[config.mk]
export PLATFORM = sky130hd
export DESIGN_NAME = fpfl_queue
export DESIGN_NICKNAME = d
export VERILOG_FILES = /design/src/design/fpfl_pkg.sv /design/src/design/fpfl_queue.sv
export SDC_FILE = /design/constraint.sdc
export NUM_CORES = 1
export LEC_CHECK = 0
export BUFFER_PORTS_ARGS = -buffer_cell sky130_fd_sc_hd__buf_2
export CORE_MARGIN = 3
export CORE_UTILIZATION = 50
export CTS_CLUSTER_DIAMETER = 50
export CTS_CLUSTER_SIZE = 16
export DETAILED_ROUTE_END_ITERATION = 8
export GPL_TIMING_DRIVEN = 0
export PLACE_DENSITY = 0.77
export SYNTH_ARGS = -nofsm -noshare
export SYNTH_HDL_FRONTEND = slang
export SYNTH_SLANG_ARGS = --single-unit
export TNS_END_PERCENT = 1
[constraint.sdc]
create_clock -name i_clk -period 2.3 [get_ports i_clk]
set_clock_uncertainty 0.05 [all_clocks]
set_input_delay 0.115 -clock i_clk [delete_from_list [all_inputs] [get_ports i_clk]]
set_output_delay 0.115 -clock i_clk [all_outputs]
set_load 0.01 [all_outputs]
[src/design/fpfl_pkg.sv]
`default_nettype none

package fpfl_pkg;

    // list geometry
    localparam int CPUS        = 8;
    localparam int CPU_W       = (CPUS > 1) ? $clog2(CPUS) : 1;
    localparam int MAX_PAGES   = 32768;
    localparam int IDX_W       = $clog2(MAX_PAGES);
    localparam int QUEUE_DEPTH = 2;
    localparam int QPTR_W      = (QUEUE_DEPTH > 1) ? $clog2(QUEUE_DEPTH) : 1;
    localparam int QCNT_W      = $clog2(QUEUE_DEPTH + 1);

    // field widths
    localparam int OP_W     = 2;
    localparam int CPU_ID_W = 3;
    localparam int PAGE_W   = 22;
    localparam int TOP_W    = 23;
    localparam int STATUS_W = 2;
    localparam int CFG_IDX_W  = 1;
    localparam int CFG_DATA_W = 23;

    // opcodes
    localparam logic [OP_W-1:0] OP_ALLOC = 2'd0;
    localparam logic [OP_W-1:0] OP_FREE  = 2'd1;
    localparam logic [OP_W-1:0] OP_SEED  = 2'd2;

    // result status codes
    localparam logic [STATUS_W-1:0] ST_OK  = 2'd0;
    localparam logic [STATUS_W-1:0] ST_OOM = 2'd1;
    localparam logic [STATUS_W-1:0] ST_BAD = 2'd2;

    // configuration register indexes
    localparam logic [CFG_IDX_W-1:0] CFG_LOWEST = 1'b0;
    localparam logic [CFG_IDX_W-1:0] CFG_TOP    = 1'b1;

    typedef struct packed {
        logic [OP_W-1:0]     opcode;
        logic [CPU_ID_W-1:0] cpu_id;
        logic [PAGE_W-1:0]   page_number;
    } t_pfl_in;

    typedef struct packed {
        logic [STATUS_W-1:0] status;
        logic [PAGE_W-1:0]   granted_page;
        logic [CPU_ID_W-1:0] served_by_cpu;
        logic                stolen;
    } t_pfl_out;

    // classified command from front to back
    typedef enum logic [1:0] {
        K_ALLOC,
        K_PUSH,
        K_BAD,
        K_NOP
    } t_pfl_kind;

    typedef struct packed {
        t_pfl_kind        kind;
        logic [CPU_W-1:0] cpu;
        logic [IDX_W-1:0] idx;
    } t_pfl_cmd;

    typedef enum logic {
        BK_IDLE,
        BK_READ
    } t_pfl_bstate;

endpackage

`default_nettype wire

[src/design/fpfl_queue.sv]
`default_nettype none

module fpfl_queue (
    input  logic               i_clk,
    input  logic               i_rst_n,
    input  logic               i_push,
    input  fpfl_pkg::t_pfl_cmd i_cmd,
    output logic               o_full,
    output logic               o_valid,
    input  logic               i_pop,
    output fpfl_pkg::t_pfl_cmd o_cmd
);
    import fpfl_pkg::*;

    t_pfl_cmd          r_slot [QUEUE_DEPTH];
    logic [QPTR_W-1:0] r_wr_ptr;
    logic [QPTR_W-1:0] r_rd_ptr;
    logic [QCNT_W-1:0] r_count;
    logic              w_do_push;
    logic              w_do_pop;

    assign o_full    = (r_count == QCNT_W'(QUEUE_DEPTH));
    assign o_valid   = (r_count != '0);
    assign o_cmd     = r_slot[r_rd_ptr];
    assign w_do_push = i_push && !o_full;
    assign w_do_pop  = i_pop && o_valid;

    // storage
    always_ff @(posedge i_clk) begin
        if (w_do_push) begin
            r_slot[r_wr_ptr] <= i_cmd;
        end
    end

    // pointers and fill count
    always_ff @(posedge i_clk) begin
        if (!i_rst_n) begin
            r_wr_ptr <= '0;
            r_rd_ptr <= '0;
            r_count  <= '0;
        end else begin
            if (w_do_push) begin
                r_wr_ptr <= (r_wr_ptr == QPTR_W'(QUEUE_DEPTH - 1)) ? '0 : r_wr_ptr + 1'b1;
            end
            if (w_do_pop) begin
                r_rd_ptr <= (r_rd_ptr == QPTR_W'(QUEUE_DEPTH - 1)) ? '0 : r_rd_ptr + 1'b1;
            end
            if (w_do_push && !w_do_pop) begin
                r_count <= r_count + 1'b1;
            end else if (!w_do_push && w_do_pop) begin
                r_count <= r_count - 1'b1;
            end
        end
    end

endmodule

`default_nettype wire

==> impl_metrics.py <==
metrics = {
    "floorplanning": {
        "fp.dieW_um": 63.84,
        "core_sq_um": 3128,
        "rows": 20,
        "io-pin-count": 46,
        "die_y_um": 63.84,
        "initial_core_util_pct": 53.48,
        "dieArea_sq_um": 4076,
    },
    "clock_tree": {
        "htree_levels": 2,
        "clk-insertion-delay-late_ns": 0.34,
        "clockRootBuffer": "clkbuf_4",
        "clock-sinks": 45,
        "cts_buffers": 5,
        "cts_setup_buffers": 0,
        "clk_pin_slew_ns": 0.11,
        "clk_path_buf_depth": 2,
        "cts_tree": "done",
    },
    "global_route": {
        "grt_max_degree": 21,
        "antenna_found_initial": 0,
        "gr-usage-all-layers_pct": 15.68,
        "gr-total-overflow": 0,
        "first_global_vias": 1081,
        "grt_first_pass_wirelength_mm": 4.692,
    },
    "placed_design": {
        "io_buffers": 45,
        "gp_congestion": 0.6850,
        "dp_hpwl_mm": 1.782,
    },
    "synthesis": {
        "synth_top_area_share_pct": 71.80,
        "synthCells": 87,
        "synth_area_sq_um": 1673,
        "synth_area_leader_cell": "edfxtp_1",
        "synth.most_common_cell": "edfxtp_1",
        "synth-edff-count": 40,
        "yosysWarnings": 0,
        "ys.flop_type": "edfxtp_1",
        "yosys-top-cells-count": "edfxtp_1, mux2_2, dfxtp_1",
        "yosys_register_bits": 45,
        "async_flop_share_pct": 0,
        "ys_seq_area_share_pct": 77.79,
        "yosys-top-cells-area": "edfxtp_1, mux2_2, dfxtp_1",
        "ys_types": 21,
        "syn-num-nets": 112,
        "syn_area_per_cell_sq_um": 19.23,
    },
    "setup_path": {
        "criticalPathCategory": "register to register",
        "critPathArrivalTime_ns": 1.75,
        "worstSetupEndpointType": "register",
        "startpoint_type": "register",
        "crit_fanout": 20,
        "cp.required_ns": 2.23,
    },
    "final_layout": {
        "diodes": 0,
        "final_util_pct": 73.12,
        "drive_gt1_share_pct": 48.77,
        "area_growth_pct": 36.72,
        "nets": 186,
    },
    "flow_run": {
        "cap_violations": 0,
    },
    "timing": {
        "finalSetupTns_ns": 0,
        "rsz0062_at_grt": "no",
        "period_needed_ns": 1.818,
        "setup_viol": 0,
        "final_hold_viol_count": 0,
        "slew_headroom_pct": 38.79,
        "finalCritPeriodShare_pct": 79.05,
        "max_freq_mhz": 550.0,
        "worst_pin_slew_ns": 0.9182,
        "drv_slew": 0,
    },
    "routing": {
        "drt_iter0_markers": 36,
        "drt_wl_total_mm": 2.831,
        "post_drt_via_cell_ratio": 4.680,
        "drtAntennaViolNets": 0,
        "drcViolationCount": 0,
        "vias": 964,
        "routedWlPerCell_um": 13.74,
        "dr.pass1.iters": 4,
    },
    "hold_path": {
        "hold_class": "primary input to register",
    },
    "power": {
        "leakagePower_nw": 0.8924,
        "peakVddDrop_v": 0.0005979,
        "power_density_nw_per_um2": 1008,
    },
    "outcome": {
        "outcome": "complete, no violations",
    },
}
[through the flow]
stage               std cells  area, sq um  hold slack (ns)  total power [mW]  worst slack (ns)
floorplan                  87         1673           0.1639             1.500            0.4187
global placement          176         1953           0.2532             1.692           0.02156
detailed placement        177         1974           0.2563             1.738            0.4529
CTS                       206         2287          0.07404             2.337            0.4295
global route              206         2287          0.08590             2.434            0.3374
finish                    206         2287          0.08800             2.306            0.4818
[final cells by class]
type | count | area [sq um]
inverter | 2 | 7.507
buffer | 2 | 10.01
timing repair buffer | 67 | 450.4
multi-input combinational | 38 | 360.3
sequential | 45 | 1301
clock buffer | 5 | 37.54
tap | 44 | 55.05
fill | 203 | 840.8
clock inverter | 3 | 65.06
[where the power goes]
group | switching, mW | internal [mW]
Sequential | 0.0432 | 1.03
Combinational | 0.326 | 0.337
Clock | 0.232 | 0.337
Total | 0.601 | 1.70
[worst max-delay path, cell delays in order, from the launching register on]
cell      delay (ns)
dfxtp_1         0.43
nand2b_1        0.19
and3_1          0.78
[cell families after synthesis]
group	count (synthesis)	share of synthesized area [%]
AO/OA/AOI/OAI	5	1.945
XOR/XNOR	3	1.571
adder cells (fa/ha/maj)	1	0.7478
buffers and inverters	4	1.047
flip-flops	45	77.79
multiplexers	20	13.46
AND/OR/NAND/NOR	9	3.441
[registers in the layout (all words and copies together), names as in the netlist, named ones only]
name,cells
r_slot,40
r_rd_ptr,1
r_count,2
r_wr_ptr,1
[worst paths after layout]
path              slack [ns]                       to  cells past startpoint                     from
setup / recovery        0.48  r_slot[1][15]$_DFFE_PP_                      2  r_count[0]$_SDFFE_PN0P_
hold / removal          0.09    r_wr_ptr$_SDFFE_PN0N_                      3                   i_push
setup reg to reg        0.48  r_slot[1][15]$_DFFE_PP_                      2  r_count[0]$_SDFFE_PN0P_
hold reg to reg         0.47  r_count[1]$_SDFFE_PN0P_                      2  r_count[1]$_SDFFE_PN0P_
[layout by cell type (no fill, tap or decap), drive strengths merged]
| cell | netlist | layout |
|---|---|---|
| xor2 | 1 | 1 |
| o21a | 1 | 1 |
| dfxtp | 5 | 5 |
| buf | 2 | 48 |
| dlygate4sd3 | 0 | 21 |
| mux2 | 20 | 20 |
| nand2b | 1 | 1 |
| nor2 | 1 | 1 |
| or2 | 1 | 1 |
| edfxtp | 40 | 40 |
| o21ai | 2 | 2 |
| clkinv | 0 | 1 |
| xnor2 | 2 | 2 |
| and3 | 1 | 1 |
| bufinv | 0 | 2 |
| nor3 | 1 | 1 |
| ha | 1 | 1 |
| clkbuf | 0 | 5 |
| inv | 2 | 2 |
| or3 | 1 | 1 |
| a21boi | 2 | 2 |
| and2 | 3 | 3 |
[routing by layer]
| layer | share of wire, % | vias to the layer above | wire, um | GRT usage, % |
|---|---|---|---|---|
| met1 | 39 | 437 | 1113 | 16.07 |
| met3 | 4.3 | 14 | 122 | 3.339 |
| met4 | 4.7 | 0 | 133 | 11.86 |
| met5 | 0 | - | 0 | 0 |
| li1 | - | 477 | - | - |
| met2 | 52 | 36 | 1462 | 27.61 |
[repair_timing]
item | CTS | global route
gates resized for setup | 0 | 0
endpoints found under the hold margin | 45 | 0
hold buffers | 21 | 0
(Power assumes the default switching activity.)
