--- src/design/fpfl_pkg.sv ---
`default_nettype none

package fpfl_pkg;

    // list geometry
    localparam int CPUS        = 8;
    localparam int CPU_W       = (CPUS > 1) ? $clog2(CPUS) : 1;
    localparam int MAX_PAGES   = 32768;
    localparam int IDX_W       = $clog2(MAX_PAGES);
    localparam int QUEUE_DEPTH = 2;
    localparam int QPTR_W      = (QUEUE_DEPTH > 1) ? $clog2(QUEUE_DEPTH) : 1;
    localparam int QCNT_W      = $clog2(QUEUE_DEPTH + 1);

    // field widths
    localparam int OP_W     = 2;
    localparam int CPU_ID_W = 3;
    localparam int PAGE_W   = 22;
    localparam int TOP_W    = 23;
    localparam int STATUS_W = 2;
    localparam int CFG_IDX_W  = 1;
    localparam int CFG_DATA_W = 23;

    // opcodes
    localparam logic [OP_W-1:0] OP_ALLOC = 2'd0;
    localparam logic [OP_W-1:0] OP_FREE  = 2'd1;
    localparam logic [OP_W-1:0] OP_SEED  = 2'd2;

    // result status codes
    localparam logic [STATUS_W-1:0] ST_OK  = 2'd0;
    localparam logic [STATUS_W-1:0] ST_OOM = 2'd1;
    localparam logic [STATUS_W-1:0] ST_BAD = 2'd2;

    // configuration register indexes
    localparam logic [CFG_IDX_W-1:0] CFG_LOWEST = 1'b0;
    localparam logic [CFG_IDX_W-1:0] CFG_TOP    = 1'b1;

    typedef struct packed {
        logic [OP_W-1:0]     opcode;
        logic [CPU_ID_W-1:0] cpu_id;
        logic [PAGE_W-1:0]   page_number;
    } t_pfl_in;

    typedef struct packed {
        logic [STATUS_W-1:0] status;
        logic [PAGE_W-1:0]   granted_page;
        logic [CPU_ID_W-1:0] served_by_cpu;
        logic                stolen;
    } t_pfl_out;

    // classified command from front to back
    typedef enum logic [1:0] {
        K_ALLOC,
        K_PUSH,
        K_BAD,
        K_NOP
    } t_pfl_kind;

    typedef struct packed {
        t_pfl_kind        kind;
        logic [CPU_W-1:0] cpu;
        logic [IDX_W-1:0] idx;
    } t_pfl_cmd;

    typedef enum logic {
        BK_IDLE,
        BK_READ
    } t_pfl_bstate;

endpackage

`default_nettype wire

--- src/design/fpfl_front.sv ---
`default_nettype none

module fpfl_front (
    input  logic                        i_clk,
    input  logic                        i_rst_n,
    input  logic                        i_valid,
    output logic                        o_ready,
    input  fpfl_pkg::t_pfl_in           i_in,
    input  logic [fpfl_pkg::PAGE_W-1:0] i_lowest_page,
    input  logic [fpfl_pkg::TOP_W-1:0]  i_top_page,
    input  logic                        i_full,
    output logic                        o_push,
    output fpfl_pkg::t_pfl_cmd          o_cmd
);
    import fpfl_pkg::*;

    logic [PAGE_W-1:0] w_diff;
    logic              w_in_range;
    logic [CPU_W-1:0]  w_cpu;
    logic [CPU_W-1:0]  r_seed_cpu;
    logic [CPU_W-1:0]  n_seed_cpu;

    // range check and table index
    assign w_diff     = i_in.page_number - i_lowest_page;
    assign w_in_range = (i_in.page_number >= i_lowest_page)
                     && ({1'b0, i_in.page_number} < i_top_page)
                     && (w_diff < PAGE_W'(MAX_PAGES));
    assign w_cpu      = i_in.cpu_id[CPU_W-1:0];

    // handshake toward the queue
    assign o_ready = !i_full;
    assign o_push  = i_valid && !i_full;

    // classify the transaction
    always_comb begin
        o_cmd.kind = K_NOP;
        o_cmd.cpu  = '0;
        o_cmd.idx  = w_diff[IDX_W-1:0];
        case (i_in.opcode)
            OP_ALLOC: begin
                o_cmd.kind = K_ALLOC;
                o_cmd.cpu  = w_cpu;
            end
            OP_FREE: begin
                o_cmd.kind = w_in_range ? K_PUSH : K_BAD;
                o_cmd.cpu  = w_cpu;
            end
            OP_SEED: begin
                o_cmd.kind = w_in_range ? K_PUSH : K_BAD;
                o_cmd.cpu  = r_seed_cpu;
            end
            default: begin
                o_cmd.kind = K_NOP;
            end
        endcase
    end

    // round-robin seed pointer advances on a stored seed
    always_comb begin
        n_seed_cpu = r_seed_cpu;
        if (o_push && (i_in.opcode == OP_SEED) && w_in_range) begin
            n_seed_cpu = (r_seed_cpu == CPU_W'(CPUS - 1)) ? '0 : r_seed_cpu + 1'b1;
        end
    end

    always_ff @(posedge i_clk) begin
        if (!i_rst_n) begin
            r_seed_cpu <= '0;
        end else begin
            r_seed_cpu <= n_seed_cpu;
        end
    end

endmodule

`default_nettype wire

--- config.mk ---
export PLATFORM = sky130hd
export DESIGN_NAME = fpfl_front
export DESIGN_NICKNAME = d
export VERILOG_FILES = /design/src/design/fpfl_pkg.sv /design/src/design/fpfl_front.sv
export SDC_FILE = /design/constraint.sdc
export NUM_CORES = 1
export LEC_CHECK = 0
export ABC_AREA = 1
export BUFFER_PORTS_ARGS = -buffer_cell sky130_fd_sc_hd__buf_4
export CAP_MARGIN = 10
export CELL_PAD_IN_SITES_DETAIL_PLACEMENT = 1
export CELL_PAD_IN_SITES_GLOBAL_PLACEMENT = 1
export CORE_ASPECT_RATIO = 0.9
export CORE_MARGIN = 1.5
export CORE_UTILIZATION = 35
export CTS_BUF_LIST = sky130_fd_sc_hd__clkbuf_8 sky130_fd_sc_hd__clkbuf_16
export DETAILED_ROUTE_END_ITERATION = 16
export GPL_ROUTABILITY_DRIVEN = 0
export PLACE_DENSITY_LB_ADDON = 0.1
export RECOVER_POWER = 25
export SYNTH_ARGS = -nofsm -noshare
export SYNTH_HDL_FRONTEND = slang
export SYNTH_SLANG_ARGS = --single-unit
--- constraint.sdc ---
create_clock -name i_clk -period 4.33 [get_ports i_clk]
set_clock_uncertainty 0.05 [all_clocks]
set_input_delay 0.2165 -clock i_clk [delete_from_list [all_inputs] [get_ports i_clk]]
set_output_delay 0.2165 -clock i_clk [all_outputs]
set_load 0.1 [all_outputs]
==> summary.txt <==
Timing
  – Worst slew margin: 0.209
  – Fin. max-slew vios: 0
  – Worst Tran Pin Value: around 1.2 ns
  – Crit path time final: between 2 and 3 ns
  – Fin. Hold Viols: 0
  – Fmax: around 0.35 GHz
  – Final WS setup: 1.45 ns
  – Final setup viols: 0
  – Final setup TNS: 0 ns
  – Period utilization: 0.666
  – RSZ-0062 raised after global routing: no

Placement
  – Worst slack, placed: 1.44 ns
  – Detailed Place HPWL: 7.70 mm
  – Area post-placement: around 0.0034 mm²
  – PortBufs: between 90 and 100

GRT
  – First-pass GRT wire length: roughly 14 mm
  – Overall routing resource usage: 0.217
  – Grt total ovfl: 0
  – Initial antenna violation count: 0
  – Pin count of the biggest net entering global routing: 7
  – Number of global-route vias before repair: around 3300

Setup path
  – CP endpoint kind: output pin
  – Worst-path maximum fanout: 4
  – Worst EP arrival: between 2 and 3 ns
  – CP max stage delay: about 0.43 ns
  – Crit-path cells: buf_4, inv_1, ha_1, inv_1, fa_1, nand2_1, nand3_1, and2_1, nand3b_1, nand3_1, nand2_1, nand2_1, nor2_2, nand2_2, nor2_4, nand3_1, o21ai_0, buf_4
  – Crit path required time: a little over 4 ns
  – Critical Path Start: i_in[0]
  – Reg2Reg Launch Point: r_seed_cpu[0]$_SDFFE_PN0P_
  – Critical path's slowest cell: fa_1
  – Worst setup SP type: primary input
  – Critical path class: in2out

Min path
  – Min-Delay Path Class: in2reg
  – Hold path start: i_rst_n

Cells and area
  – Reg with most FFs: r_seed_cpu
  – Max reg flops: 3
  – Layout cell share with drive strength beyond 1: 0.216
  – Final core occ: 0.484
  – Top flop regs: r_seed_cpu: 3 flops
  – Synthesis-to-layout area growth: 33.9%
  – Fin area: roughly 0.0034 mm²
  – ANT cells: 0
  – Total Nets Final: roughly 700

Clock network
  – Hold buffer count at CTS: 0
  – H-Tree Depth: 1
  – Post-CTS setup buffer count: 0
  – Inserted Clock Buffers: 3
  – Clk slew on worst S/H paths: about 0.030 ns
  – Worst-case clock buffer depth: 2
  – Clock tree from TritonCTS: yes
  – Root Buffer: clkbuf_8
  – CTS sink count: 3
  – Post-cts resize count: 0
  – Worst skew pair latency: 0.21 ns

Routing
  – Initial DRC count: 79
  – Drt wl/cell: 12.6 µm
  – DRC viols: 0
  – First-pass DRT Iterations: 4
  – DR vias/cell: 4.71
  – Via count: 3120
  – Post-Route WL: roughly 8.3 mm
  – Remaining antenna violation count: 0

Power
  – P_sw: between 0.5 and 0.6 mW
  – PD cells: between 200 and 250 mW/mm²
  – Pint: about 0.28 mW
  – Sw Share: 0.646
  – Part of the power in registers: 0.036
  – Logic pwr share: 0.862
  – Maximum VDD drop: 0.132 mV
  – P_leak: roughly 2.1 nW
  – Clk network pwr share: 0.102

Yosys
  – Mapped Cells: roughly 470
  – Synthesized flop and latch total: 3
  – Syn Area/Cell: 5.46 µm²
  – Cell Area, Synth: 0.00256 mm²
  – Cell variety after synth: 26
  – Synth Net Count: approximately 600
  – Prevailing post-synth register cell: dfxtp_1
  – Register area share after synthesis: 0.0235
  – Async set or reset register ratio after synthesis: 0
  – EDFF count, synth: 0
  – YS warnings: 0

Die
  – Die height: roughly 84 µm
  – Core area: ~0.0071 mm²
  – Die area: between 0.007 and 0.008 mm²
  – Initial Util: 0.362
  – # rows: 29
  – Die W: ~93 µm
  – Ports: slightly below 100

Run status
  – Status: finished, final reports clean

Run
  – # Max-Cap Violations: 0
-- synthesized netlist by cell type (all sizes together) (2+ instances only) --
library cell	number	area, µm²
nand3	19	115
a31oi	2	12.5
o21bai	3	22.5
dfxtp	3	60.1
inv	120	450
o21ai	12	60.1
nor3	2	10.0
nand2	153	587
xor2	9	78.8
xnor2	4	35.0
nand3b	3	22.5
ha	49	613
a21oi	28	144
nor2	48	238
nand4	9	56.3
-- cell families (layout without fill, tap and decap cells) --
| group | after synthesis | after routing | synth area share |
|---|---|---|---|
| adders and majority gates | 50 | 50 | 0.247 |
| buffers and inverters | 120 | 221 | 0.176 |
| DFF | 3 | 3 | 0.0235 |
| AOI/OAI and AO/OA | 47 | 47 | 0.0993 |
| xor gates and xnor gates | 13 | 13 | 0.0445 |
| and+or+nand+nor | 236 | 236 | 0.409 |
-- final timing paths --
check	endpoint	slack [ns]	depth (start not counted)
worst min register to register	r_seed_cpu[2]$_SDFFE_PN0P_	0.47	2
worst max-delay path	o_cmd[18]	1.45	18
worst min-delay path	r_seed_cpu[2]$_SDFFE_PN0P_	0.21	3
worst max register to register	r_seed_cpu[2]$_SDFFE_PN0P_	3.07	6
-- cell usage in the layout, fill, tap and decap left out, drive strengths merged --
master / n
nand2: 153
inv: 121
buf: 91
ha: 49
nor2: 48
a21oi: 28
nand3: 19
o21ai: 12
xor2: 9
nand4: 9
clkbuf: 9
xnor2: 4
o21bai: 3
nand3b: 3
dfxtp: 3
a31oi: 2
nor3: 2
and2: 1
nor3b: 1
a21boi: 1
o21a: 1
fa: 1
-- power groups by stage --
stage               Sequential, mW  Combinational [mW]  Clock, mW
floorplan                   0.0282               0.492          0
global route                0.0278               0.720     0.0841
global placement            0.0283               0.660          0
detailed placement          0.0283               0.673          0
CTS                         0.0279               0.675     0.0809
finish                      0.0279               0.669     0.0791
-- stage by stage --
stage / hold WS [ns] / instances / power, mW
2_1_floorplan: 0.287 / 469 / 0.520
3_3_place_gp: 0.410 / 659 / 0.688
3_5_place_dp: 0.432 / 659 / 0.702
4_1_cts: 0.200 / 663 / 0.784
5_1_grt: 0.222 / 663 / 0.832
6_report: 0.206 / 663 / 0.776
-- area by class of cell --
type	count	area, µm²
Multi-Input combinational cell	346	2050
Inverter	120	450
Clock buffer	3	41.3
Tap cell	93	116
Fill cell	1038	3650
Clock inverter	1	3.75
Timing Repair Buffer	97	706
Sequential cell	3	60.1
-- metal layers --
metal	up-vias	track usage	wire (µm)
li1	1637	-	-
met1	1411	0.279	3870
met2	68	0.402	4100
met3	4	0.0128	334
met4	0	0.0275	51
met5	-	0	0
-- worst max-delay path: cells and delay by family --
kind / cells / cell delay (ns)
buffers and inverters: 4 / 0.57
adder cells (fa/ha/maj): 2 / 0.65
AND/OR/NAND/NOR: 11 / 1.10
AO/OA/AOI/OAI: 1 / 0.08
Power figures use the tool's default switching activity.
